--- config.mk ---
export PLATFORM = sky130hd
export DESIGN_NAME = edge_list_graph_store_core
export DESIGN_NICKNAME = d
export VERILOG_FILES = /design/src/hdl/elgs_pkg.sv /design/src/hdl/edge_list_graph_store_core.sv
export SDC_FILE = /design/constraint.sdc
export NUM_CORES = 1
export LEC_CHECK = 0
export ABC_AREA = 1
export BUFFER_PORTS_ARGS = -buffer_cell sky130_fd_sc_hd__buf_2
export CORE_UTILIZATION = 50
export CTS_BUF_LIST = sky130_fd_sc_hd__clkbuf_8
export CTS_CLUSTER_DIAMETER = 80
export DETAILED_ROUTE_END_ITERATION = 6
export PLACE_DENSITY = 0.66
export SLEW_MARGIN = 20
export SYNTH_ARGS = -nofsm -noshare
export SYNTH_HDL_FRONTEND = slang
export SYNTH_SLANG_ARGS = --single-unit
--- constraint.sdc ---
create_clock -name clock -period 9.3 [get_ports clock]
set_input_delay 0.465 -clock clock [delete_from_list [all_inputs] [get_ports clock]]
set_output_delay 0.465 -clock clock [all_outputs]
set_load 0.02 [all_outputs]
--- src/hdl/elgs_pkg.sv ---
// Package for the edge list graph store: request and response types, codes, defaults.
package elgs_pkg;

   localparam int MAX_EDGES_DEFAULT   = 64;
   localparam int VERTEX_BITS_DEFAULT = 8;
   localparam int VERTEX_WIDTH        = 8;
   localparam int DEGREE_WIDTH        = 7;

   typedef enum logic [1:0] {
      ACTION_CLEAR = 2'd0,
      ACTION_ADD   = 2'd1,
      ACTION_QUERY = 2'd2
   } action_type;

   typedef enum logic [1:0] {
      ST_IDLE,
      ST_EXEC,
      ST_SCAN,
      ST_FINAL
   } state_type;

   typedef struct packed {
      logic [1:0]              action;
      logic [VERTEX_WIDTH-1:0] vertex_a;
      logic [VERTEX_WIDTH-1:0] vertex_b;
   } req_type;

   typedef struct packed {
      logic [VERTEX_WIDTH-1:0] neighbour;
      logic                    has_neighbour;
      logic [DEGREE_WIDTH-1:0] degree_count;
      logic                    is_adjacent;
      logic                    add_dropped;
      logic                    last;
   } rsp_type;

endpackage

--- src/hdl/edge_list_graph_store_core.sv ---
// Edge list graph store: edge memory, scan sequencer and response register.
//
// Requests arrive on req_valid/req_data and are taken when req_stall is low.
// Responses leave on rsp_valid/rsp_data and are held while rsp_stall is high.
// A request is clear, add (append the pair a,b) or query (list the edges
// touching vertex a). Each clear, add or unused code puts one response in the
// response register from the execute state once the register is free, then
// returns to idle to take the next request; an add to a full list is flagged with
// add_dropped. A query gives one response per matching edge in list order,
// the last one carrying the degree and the a-b adjacency; with no match it
// gives one response without a neighbour.
// A query reads one edge per cycle through the single read port of the edge
// memory while the response side does not hold it up; its last response is
// loaded from the final state once the scan ends and the register is free.
// One request is worked on at a time; req_stall is high until the last
// response of the current request sits in the response register.
// A stall on the response side holds the register and pauses the scan.
// Reset empties the edge list and drops any request in flight; the edge
// memory itself is not cleared, entries past the count are never read.
module edge_list_graph_store_core #(
   parameter int MAX_EDGES   = elgs_pkg::MAX_EDGES_DEFAULT,
   parameter int VERTEX_BITS = elgs_pkg::VERTEX_BITS_DEFAULT
) (
   input  logic             clock,
   input  logic             reset,
   input  logic             req_valid,
   output logic             req_stall,
   input  elgs_pkg::req_type req_data,
   output logic             rsp_valid,
   input  logic             rsp_stall,
   output elgs_pkg::rsp_type rsp_data
);
   import elgs_pkg::*;

   localparam int CW = $clog2(MAX_EDGES + 1);
   localparam int AW = (MAX_EDGES > 1) ? $clog2(MAX_EDGES) : 1;
   localparam int VB = VERTEX_BITS;

   logic [2*VB-1:0] edge_mem [MAX_EDGES];
   logic [2*VB-1:0] rdata_ff;

   state_type     state_ff, state_in;
   req_type       item_ff, item_in;
   logic [CW-1:0] edge_count_ff, edge_count_in;
   logic [CW-1:0] issue_idx_ff, issue_idx_in;
   logic          rd_valid_ff, rd_valid_in;
   logic          pend_valid_ff, pend_valid_in;
   logic [VB-1:0] pend_nb_ff, pend_nb_in;
   logic [CW-1:0] deg_ff, deg_in;
   logic          adj_ff, adj_in;
   logic          rsp_valid_ff, rsp_valid_in;
   rsp_type       rsp_data_ff, rsp_data_in;

   logic          out_free, load;
   rsp_type       new_rsp;
   logic          mem_we, rd_en;
   logic [VB-1:0] qa, qb, m_u, m_v, other;
   logic          hit_u, hit_v, hit, adj_hit, need_emit, consume, more;

   assign qa       = VB'(item_ff.vertex_a);
   assign qb       = VB'(item_ff.vertex_b);
   assign m_u      = rdata_ff[2*VB-1:VB];
   assign m_v      = rdata_ff[VB-1:0];
   assign hit_u    = (m_u == qa);
   assign hit_v    = (m_v == qa);
   assign hit      = hit_u | hit_v;
   assign other    = hit_u ? m_v : m_u;
   assign adj_hit  = (hit_u && m_v == qb) || (m_u == qb && hit_v);
   assign out_free = !rsp_valid_ff || !rsp_stall;
   assign more     = (issue_idx_ff < edge_count_ff);

   always_comb begin
      state_in      = state_ff;
      item_in       = item_ff;
      edge_count_in = edge_count_ff;
      issue_idx_in  = issue_idx_ff;
      rd_valid_in   = rd_valid_ff;
      pend_valid_in = pend_valid_ff;
      pend_nb_in    = pend_nb_ff;
      deg_in        = deg_ff;
      adj_in        = adj_ff;
      load          = 1'b0;
      new_rsp       = '0;
      mem_we        = 1'b0;
      rd_en         = 1'b0;
      need_emit     = 1'b0;
      consume       = 1'b0;
      case (state_ff)
         ST_IDLE: begin
            if (req_valid) begin
               item_in  = req_data;
               state_in = ST_EXEC;
            end
         end
         ST_EXEC: begin
            case (action_type'(item_ff.action))
               ACTION_QUERY: begin
                  issue_idx_in  = '0;
                  deg_in        = '0;
                  adj_in        = 1'b0;
                  pend_valid_in = 1'b0;
                  rd_valid_in   = 1'b0;
                  state_in      = ST_SCAN;
               end
               ACTION_ADD: begin
                  if (out_free) begin
                     load         = 1'b1;
                     new_rsp.last = 1'b1;
                     if (edge_count_ff == CW'(MAX_EDGES)) begin
                        new_rsp.add_dropped = 1'b1;
                     end else begin
                        mem_we        = 1'b1;
                        edge_count_in = edge_count_ff + 1'b1;
                     end
                     state_in = ST_IDLE;
                  end
               end
               ACTION_CLEAR: begin
                  if (out_free) begin
                     load          = 1'b1;
                     new_rsp.last  = 1'b1;
                     edge_count_in = '0;
                     state_in      = ST_IDLE;
                  end
               end
               default: begin
                  if (out_free) begin
                     load         = 1'b1;
                     new_rsp.last = 1'b1;
                     state_in     = ST_IDLE;
                  end
               end
            endcase
         end
         ST_SCAN: begin
            need_emit = hit && pend_valid_ff;
            consume   = rd_valid_ff && (!need_emit || out_free);
            if (consume) begin
               if (adj_hit) begin
                  adj_in = 1'b1;
               end
               if (hit) begin
                  deg_in        = deg_ff + 1'b1;
                  pend_valid_in = 1'b1;
                  pend_nb_in    = other;
               end
               if (need_emit) begin
                  load                  = 1'b1;
                  new_rsp.neighbour     = VERTEX_WIDTH'(pend_nb_ff);
                  new_rsp.has_neighbour = 1'b1;
               end
            end
            if (more && (!rd_valid_ff || consume)) begin
               rd_en        = 1'b1;
               issue_idx_in = issue_idx_ff + 1'b1;
               rd_valid_in  = 1'b1;
            end else if (consume) begin
               rd_valid_in = 1'b0;
            end
            if (!more && (!rd_valid_ff || consume)) begin
               state_in = ST_FINAL;
            end
         end
         ST_FINAL: begin
            if (out_free) begin
               load                  = 1'b1;
               new_rsp.neighbour     = pend_valid_ff ? VERTEX_WIDTH'(pend_nb_ff) : '0;
               new_rsp.has_neighbour = pend_valid_ff;
               new_rsp.degree_count  = DEGREE_WIDTH'(deg_ff);
               new_rsp.is_adjacent   = adj_ff;
               new_rsp.last          = 1'b1;
               state_in              = ST_IDLE;
            end
         end
         default: begin
            state_in = ST_IDLE;
         end
      endcase
      rsp_valid_in = load ? 1'b1 : (rsp_stall ? rsp_valid_ff : 1'b0);
      rsp_data_in  = load ? new_rsp : rsp_data_ff;
   end

   always_ff @(posedge clock) begin
      if (mem_we) begin
         edge_mem[edge_count_ff[AW-1:0]] <= {VB'(item_ff.vertex_a), VB'(item_ff.vertex_b)};
      end
      if (rd_en) begin
         rdata_ff <= edge_mem[issue_idx_ff[AW-1:0]];
      end
   end

   always_ff @(posedge clock) begin
      if (reset) begin
         state_ff      <= ST_IDLE;
         edge_count_ff <= '0;
         rd_valid_ff   <= 1'b0;
         pend_valid_ff <= 1'b0;
         rsp_valid_ff  <= 1'b0;
      end else begin
         state_ff      <= state_in;
         edge_count_ff <= edge_count_in;
         rd_valid_ff   <= rd_valid_in;
         pend_valid_ff <= pend_valid_in;
         rsp_valid_ff  <= rsp_valid_in;
      end
      item_ff      <= item_in;
      issue_idx_ff <= issue_idx_in;
      pend_nb_ff   <= pend_nb_in;
      deg_ff       <= deg_in;
      adj_ff       <= adj_in;
      rsp_data_ff  <= rsp_data_in;
   end

   assign req_stall = (state_ff != ST_IDLE);
   assign rsp_valid = rsp_valid_ff;
   assign rsp_data  = rsp_data_ff;

   a_count_bound: assert property (@(posedge clock) disable iff (reset)
      edge_count_ff <= CW'(MAX_EDGES))
      else $error("edge count past capacity");

   a_read_in_scan: assert property (@(posedge clock) disable iff (reset)
      rd_valid_ff |-> state_ff == ST_SCAN)
      else $error("read data pending outside scan");

   a_deg_bound: assert property (@(posedge clock) disable iff (reset)
      state_ff == ST_SCAN |-> deg_ff <= issue_idx_ff && issue_idx_ff <= edge_count_ff)
      else $error("degree or scan index out of range");

   a_drop_single: assert property (@(posedge clock) disable iff (reset)
      rsp_valid && rsp_data.add_dropped |-> rsp_data.last && !rsp_data.has_neighbour)
      else $error("dropped add response malformed");

endmodule

==> impl_metrics.py, run 1 <==
metrics = {
    "yosys": {
        "synth_cell_types": 43,
        "syn_area_per_cell_um2": 13.4,
        "syn_nets": 3344,
        "syn_inst": 3307,
        "synthesis.area_um2": 44400,
        "ys.flop_type": "edfxtp_1",
        "synth_warnings": 0,
        "synth_edf_count": 1100,
        "ys_ff_latch": 1112,
        "async_reset_ff_frac": 0,
        "yosysSeqAreaShare": 0.749,
    },
    "global_route": {
        "first_global_vias": 27900,
        "antenna_found_initial": 2,
        "grt_max_degree": 274,
        "grt_use_total": 0.261,
        "grt_pass1_wl_um": 175000,
        "grt_remaining_overflow": 0,
    },
    "cts": {
        "cts.sinks": 1112,
        "path_clk_slew_ps": 70,
        "cts_max_path_buffers": 3,
        "numCtsBuffers": 168,
        "clk_latency_ps": 850,
        "root_buffer": "clkbuf_8",
        "cts_tree": "yes",
        "h-tree-depth": 4,
        "cts_setup_buffers": 0,
        "cts_resized": 0,
    },
    "floorplan": {
        "fp.dieH_um": 300,
        "core_area_um2": 87300,
        "ioPinCount": 43,
        "die_area_um2": 90000,
        "start_util": 0.509,
        "rows": 108,
        "die_x_um": 300,
    },
    "detailed_routing": {
        "drc": 0,
        "wl_um": 117000,
        "route.detailed.wl_per_inst_um": 24.9,
        "dr_total_vias": 28700,
        "drt_first_iter_violations": 3577,
        "post_drt_via_cell_ratio": 6.12,
        "first_pass_iters": 5,
        "postRouteAntennaNets": 0,
    },
    "run_status": {
        "status": "completed",
    },
    "flow_run": {
        "max_cap_violations": 0,
    },
    "sta": {
        "slew_headroom": 0.102,
        "slew_violations": 0,
        "clock_skew_ps": 38.2,
        "setup_viol": 0,
        "max_clock_freq_mhz": 236,
        "holdWs_ps": 94.0,
        "rsz0062_at_grt": "false",
        "period_minus_slack_ps": 4230,
        "fin_ws_ps": 5070,
        "setup_tns_ps": 0,
        "fin_crit_sh": 0.455,
        "hold_violations": 0,
        "worst_pin_slew_ps": 1350,
    },
    "final_layout": {
        "fin_nets": 3449,
        "final_common_cell": "edfxtp_1",
        "layout-drive-gt1-share": 0.104,
        "fin_area_um2": 49000,
        "mostFrequentLayoutCells": "edfxtp_1, nor2_1, o21ai_0",
        "syn2layout_area_growth_pct": 10.4,
    },
    "critical_path": {
        "critPathLaunchType": "flip-flop",
        "r2r_setup_slack_ps": 5070,
        "required_ps": 9990,
        "crit_path_start": "issue_idx_ff[0]",
        "end_kind": "flip-flop",
        "arrival_ps": 4920,
        "path_max_fanout": 92,
        "timing.rr.end": "rdata_ff[5]",
        "r2r-start": "issue_idx_ff[0]",
        "r2r_cells": 9,
        "crit_end": "rdata_ff[5]",
        "critPathKind": "reg -> reg",
    },
    "placement": {
        "place_congestion": 0.870,
        "placedInstanceArea_um2": 45800,
        "io_buffers": 42,
        "dp_hpwl_um": 59100,
        "dpl_worst_slack_ps": 5190,
    },
    "pwr": {
        "ir_worst_vdd_uv": 146,
        "p_leak_nw": 15.9,
        "power_per_cell_area_nw_per_um2": 203,
        "power.total_mw": 9.97,
    },
    "min_path": {
        "hp-class": "in -> reg",
    },
}
==> critical path: stages (launching register included) <==
cell and delay (ps):
edfxtp_1 550, buf_4 770, buf_4 770, buf_4 840, o21ai_0 210, o221ai_1 220, o211ai_1 140, nand3_1 240
nand3_1 110, nand3_1 90
==> worst min-delay path by stage <==
stage	from	endpoint	cells after the start
2_1_floorplan	rd_valid_ff	rd_valid_ff	2
3_3_place_gp	rd_valid_ff	rd_valid_ff	2
3_5_place_dp	state_ff[1]	state_ff[1]	2
4_1_cts	req_valid	state_ff[1]	5
5_1_grt	req_valid	state_ff[1]	5
6_report	req_valid	state_ff[1]	5
==> registers in the layout, summed over array words and instances, names as in the netlist, 7 cells and up <==
| register | cells |
|---|---|
| edge_mem | 1024 |
| rsp_data | 19 |
| pend_nb_ff | 8 |
| qb | 8 |
| rdata_ff | 16 |
| issue_idx_ff | 7 |
| deg_ff | 7 |
| qa | 8 |
| edge_count_ff | 7 |
==> cell usage after synthesis (5+ instances only) <==
master / number / area (um2)
a21oi_1: 22 / 110
buf_2: 44 / 220
buf_4: 9 / 67.6
buf_6: 14 / 158
clkbuf_1: 152 / 571
dfxtp_1: 12 / 240
edfxtp_1: 1100 / 33000
ha_1: 15 / 188
inv_1: 73 / 274
nand2_1: 152 / 571
nand3_1: 108 / 541
nand4_1: 5 / 31.3
nor2_1: 638 / 2390
nor3_1: 7 / 35.0
nor4_1: 5 / 31.3
o211ai_1: 120 / 901
o21ai_0: 527 / 2640
o221ai_1: 136 / 1190
o22ai_1: 104 / 651
xnor2_1: 8 / 70.1
xor2_1: 15 / 131
==> routing by layer <==
layer | track usage | wire length, um
met1 | 0.372 | 48200
met2 | 0.392 | 52600
met3 | 0.0501 | 11400
met4 | 0.117 | 4700
met5 | 0 | 13
==> stage by stage <==
stage,instances,util
detailed placement,4376,0.525
CTS,4693,0.561
finish,4695,0.562
global placement,4376,0.525
global route,4695,0.562
floorplan,3307,-
==> logic make-up (layout without fill, tap and decap cells) <==
family,count (synthesis),count (layout),share of synthesized area
fa+ha+maj,15,15,0.00423
flops,1112,1112,0.749
compound gates,917,917,0.125
other cells,0,1,0
simple gates,936,936,0.0867
buf+inv,304,536,0.0303
xor+xnor,23,23,0.00454
==> final cells by class <==
| class | instances | area, um2 |
|---|---|---|
| repair buffers | 157 | 1190 |
| diodes | 1 | 2.50 |
| clock inverters | 127 | 628 |
| well taps | 1155 | 1450 |
| inverters | 82 | 339 |
| multi-input cells | 1891 | 9800 |
| clock buffers | 170 | 2340 |
| fillers | 6963 | 38300 |
| flip-flops and latches | 1112 | 33300 |
==> report_power, final <==
group / internal (mW) / total (mW) / switching, mW
Combinational: 0.193 / 0.786 / 0.594
Sequential: 5.55 / 5.57 / 0.0108
Clock: 1.76 / 3.62 / 1.86
==> timing repair <==
item | in CTS | in global routing
hold buffers | 20 | 0
endpoints found under the hold margin | 24 | 0
endpoints found under the setup margin | 0 | 0
Power figures use the tool's default switching activity.
==> run 2, diff against run 1 <==
--- a/config.mk
+++ b/config.mk
@@ -11,7 +11,7 @@
 export CTS_BUF_LIST = sky130_fd_sc_hd__clkbuf_8
 export CTS_CLUSTER_DIAMETER = 80
 export DETAILED_ROUTE_END_ITERATION = 6
-export PLACE_DENSITY = 0.66
+export PLACE_DENSITY = 0.69
 export SLEW_MARGIN = 20
 export SYNTH_ARGS = -nofsm -noshare
 export SYNTH_HDL_FRONTEND = slang
==> constraint.sdc (replaced) <==
create_clock -name clock -period 3.67 [get_ports clock]
set_input_delay 0.1835 -clock clock [delete_from_list [all_inputs] [get_ports clock]]
set_output_delay 0.1835 -clock clock [all_outputs]
set_load 0.02 [all_outputs]
==> run 2 against run 1 <==
Net effect: the flow now finishes with violations (DRC); register-to-register slack worse by 4700 ps; fmax grew 30%; largest power group unchanged; combinational power rose to 2.7 times the previous value; critical path depth unchanged; sequential power grew to 2.5 times the previous value; highest routed layer is now met4; final area increased by 1.3%; via count fell by 0.47%; sequential share of layout area down 0.87 points; clock power grew to 2.6 times the previous value; non-clock buffer count rose by 44.
==> impl_metrics.py, run 2 (synthesized netlist as in run 1, its figures left out) <==
metrics = {
    "detailed_routing": {
        "post_drt_via_cell_ratio": 6.03,
        "wl_um": 116000,
        "first_pass_iters": 7,
        "drc": 2,
        "drt_first_iter_violations": 3839,
        "postRouteAntennaNets": 0,
        "route.detailed.wl_per_inst_um": 24.4,
        "dr_total_vias": 28600,
    },
    "cts": {
        "root_buffer": "clkbuf_8",
        "h-tree-depth": 4,
        "numCtsBuffers": 173,
        "cts_max_path_buffers": 3,
        "cts_setup_buffers": 0,
        "clk_latency_ps": 840,
        "path_clk_slew_ps": 60,
        "cts_tree": "yes",
        "cts.sinks": 1112,
    },
    "floorplan": {
        "rows": 108,
        "start_util": 0.509,
        "die_area_um2": 90000,
        "ioPinCount": 43,
        "die_x_um": 300,
        "fp.dieH_um": 300,
        "core_area_um2": 87300,
    },
    "sta": {
        "slew_violations": 0,
        "clock_skew_ps": 45.8,
        "hold_violations": 0,
        "setup_viol": 0,
        "period_minus_slack_ps": 3260,
        "setup_tns_ps": 0,
        "slew_headroom": 0.338,
        "max_clock_freq_mhz": 307,
        "rsz0062_at_grt": "false",
        "worst_pin_slew_ps": 990,
        "fin_crit_sh": 0.888,
    },
    "global_route": {
        "grt_use_total": 0.257,
        "grt_busiest_layer": "met2",
        "grt_util_met2": 0.394,
        "grt_max_degree": 146,
        "grt_use_met3": 0.0507,
        "first_global_vias": 26900,
        "antenna_found_initial": 2,
        "met1_usage": 0.366,
        "grt_remaining_overflow": 0,
        "grt_pass1_wl_um": 171000,
    },
    "critical_path": {
        "critPathKind": "reg -> reg",
        "r2r_cells": 9,
        "r2r-start": "state_ff[1]",
        "crit_path_start": "state_ff[1]",
        "path_max_fanout": 11,
        "arrival_ps": 3780,
        "timing.rr.end": "edge_mem[43][5]",
        "r2r_setup_slack_ps": 410,
        "end_kind": "flip-flop",
        "required_ps": 4190,
        "critPathLaunchType": "flip-flop",
    },
    "final_layout": {
        "mostFrequentLayoutCells": "edfxtp_1, nor2_1, o21ai_0",
        "final_common_cell": "edfxtp_1",
        "syn2layout_area_growth_pct": 11.8,
        "final_cells": 4742,
        "layout-drive-gt1-share": 0.118,
        "fin_nets": 3498,
        "largest_register_ffs": 1024,
    },
    "min_path": {
        "whs_path_depth": 2,
        "hp-class": "in -> reg",
        "hold_start": "req_data[13]",
        "worstHoldEndpoint": "qa[5]",
    },
    "run_status": {
        "status": "finished, violations left",
        "violations": "DRC",
    },
    "pwr": {
        "ir_worst_vdd_uv": 329,
        "p_leak_nw": 16.3,
        "power_per_cell_area_nw_per_um2": 517,
        "power.total_mw": 25.7,
    },
    "placement": {
        "place_congestion": 0.884,
        "post-place-cells": 4419,
        "dp_hpwl_um": 65700,
        "io_buffers": 42,
    },
    "flow_run": {
        "max_cap_violations": 0,
    },
}
run 2: cell type report:
class / count / area, um2
fillers: 6836 / 37600
flip-flops and latches: 1112 / 33300
multi-input cells: 1891 / 9810
clock buffers: 179 / 2460
repair buffers: 201 / 1680
well taps: 1155 / 1450
clock inverters: 120 / 627
inverters: 82 / 339
diodes: 2 / 5.00
run 2: routing by layer:
| metal | wire length, um | vias to the layer above |
|---|---|---|
| met3 | 12400 | 202 |
| met4 | 3510 | 0 |
| met1 | 46000 | 14000 |
| li1 | - | 12800 |
| met5 | 0 | - |
| met2 | 53500 | 1672 |
run 2: worst max-delay path by stage:
stage                            end  slack [ps]
finish               edge_mem[43][5]         410
global route         edge_mem[43][2]         170
CTS                 edge_mem[43][11]         440
detailed placement   edge_mem[43][5]         440
global placement    edge_mem[43][13]         550
floorplan            edge_mem[50][0]         540
run 2: through the flow:
stage | worst slack, ps | hold slack, ps | util | cell area [um2]
floorplan | 536 | 253 | - | 44400
global placement | 554 | 361 | 0.531 | 46300
detailed placement | 444 | 362 | 0.531 | 46300
CTS | 445 | 6.32 | 0.569 | 49600
global route | 171 | 36.3 | 0.569 | 49700
finish | 410 | 67.5 | 0.569 | 49700
run 2: worst max-delay path, cell delays in order, from the launching register on:
cell     delay (ps)
dfxtp_1         340
inv_1           130
ha_1            200
inv_1            70
nor3_1          490
nand2_1         250
nor2_4          480
nand4_4         280
nor2_1          430
buf_4           280
run 2: power by group:
part | switching [mW] | internal [mW]
clock network | 4.73 | 4.68
logic | 1.59 | 0.533
registers | 0.0538 | 14.1
total | 6.38 | 19.3
run 2: what timing repair did:
item                      CTS  global route
gates resized for setup     0             0
hold endpoints to repair   27             0
hold buffers               22             0
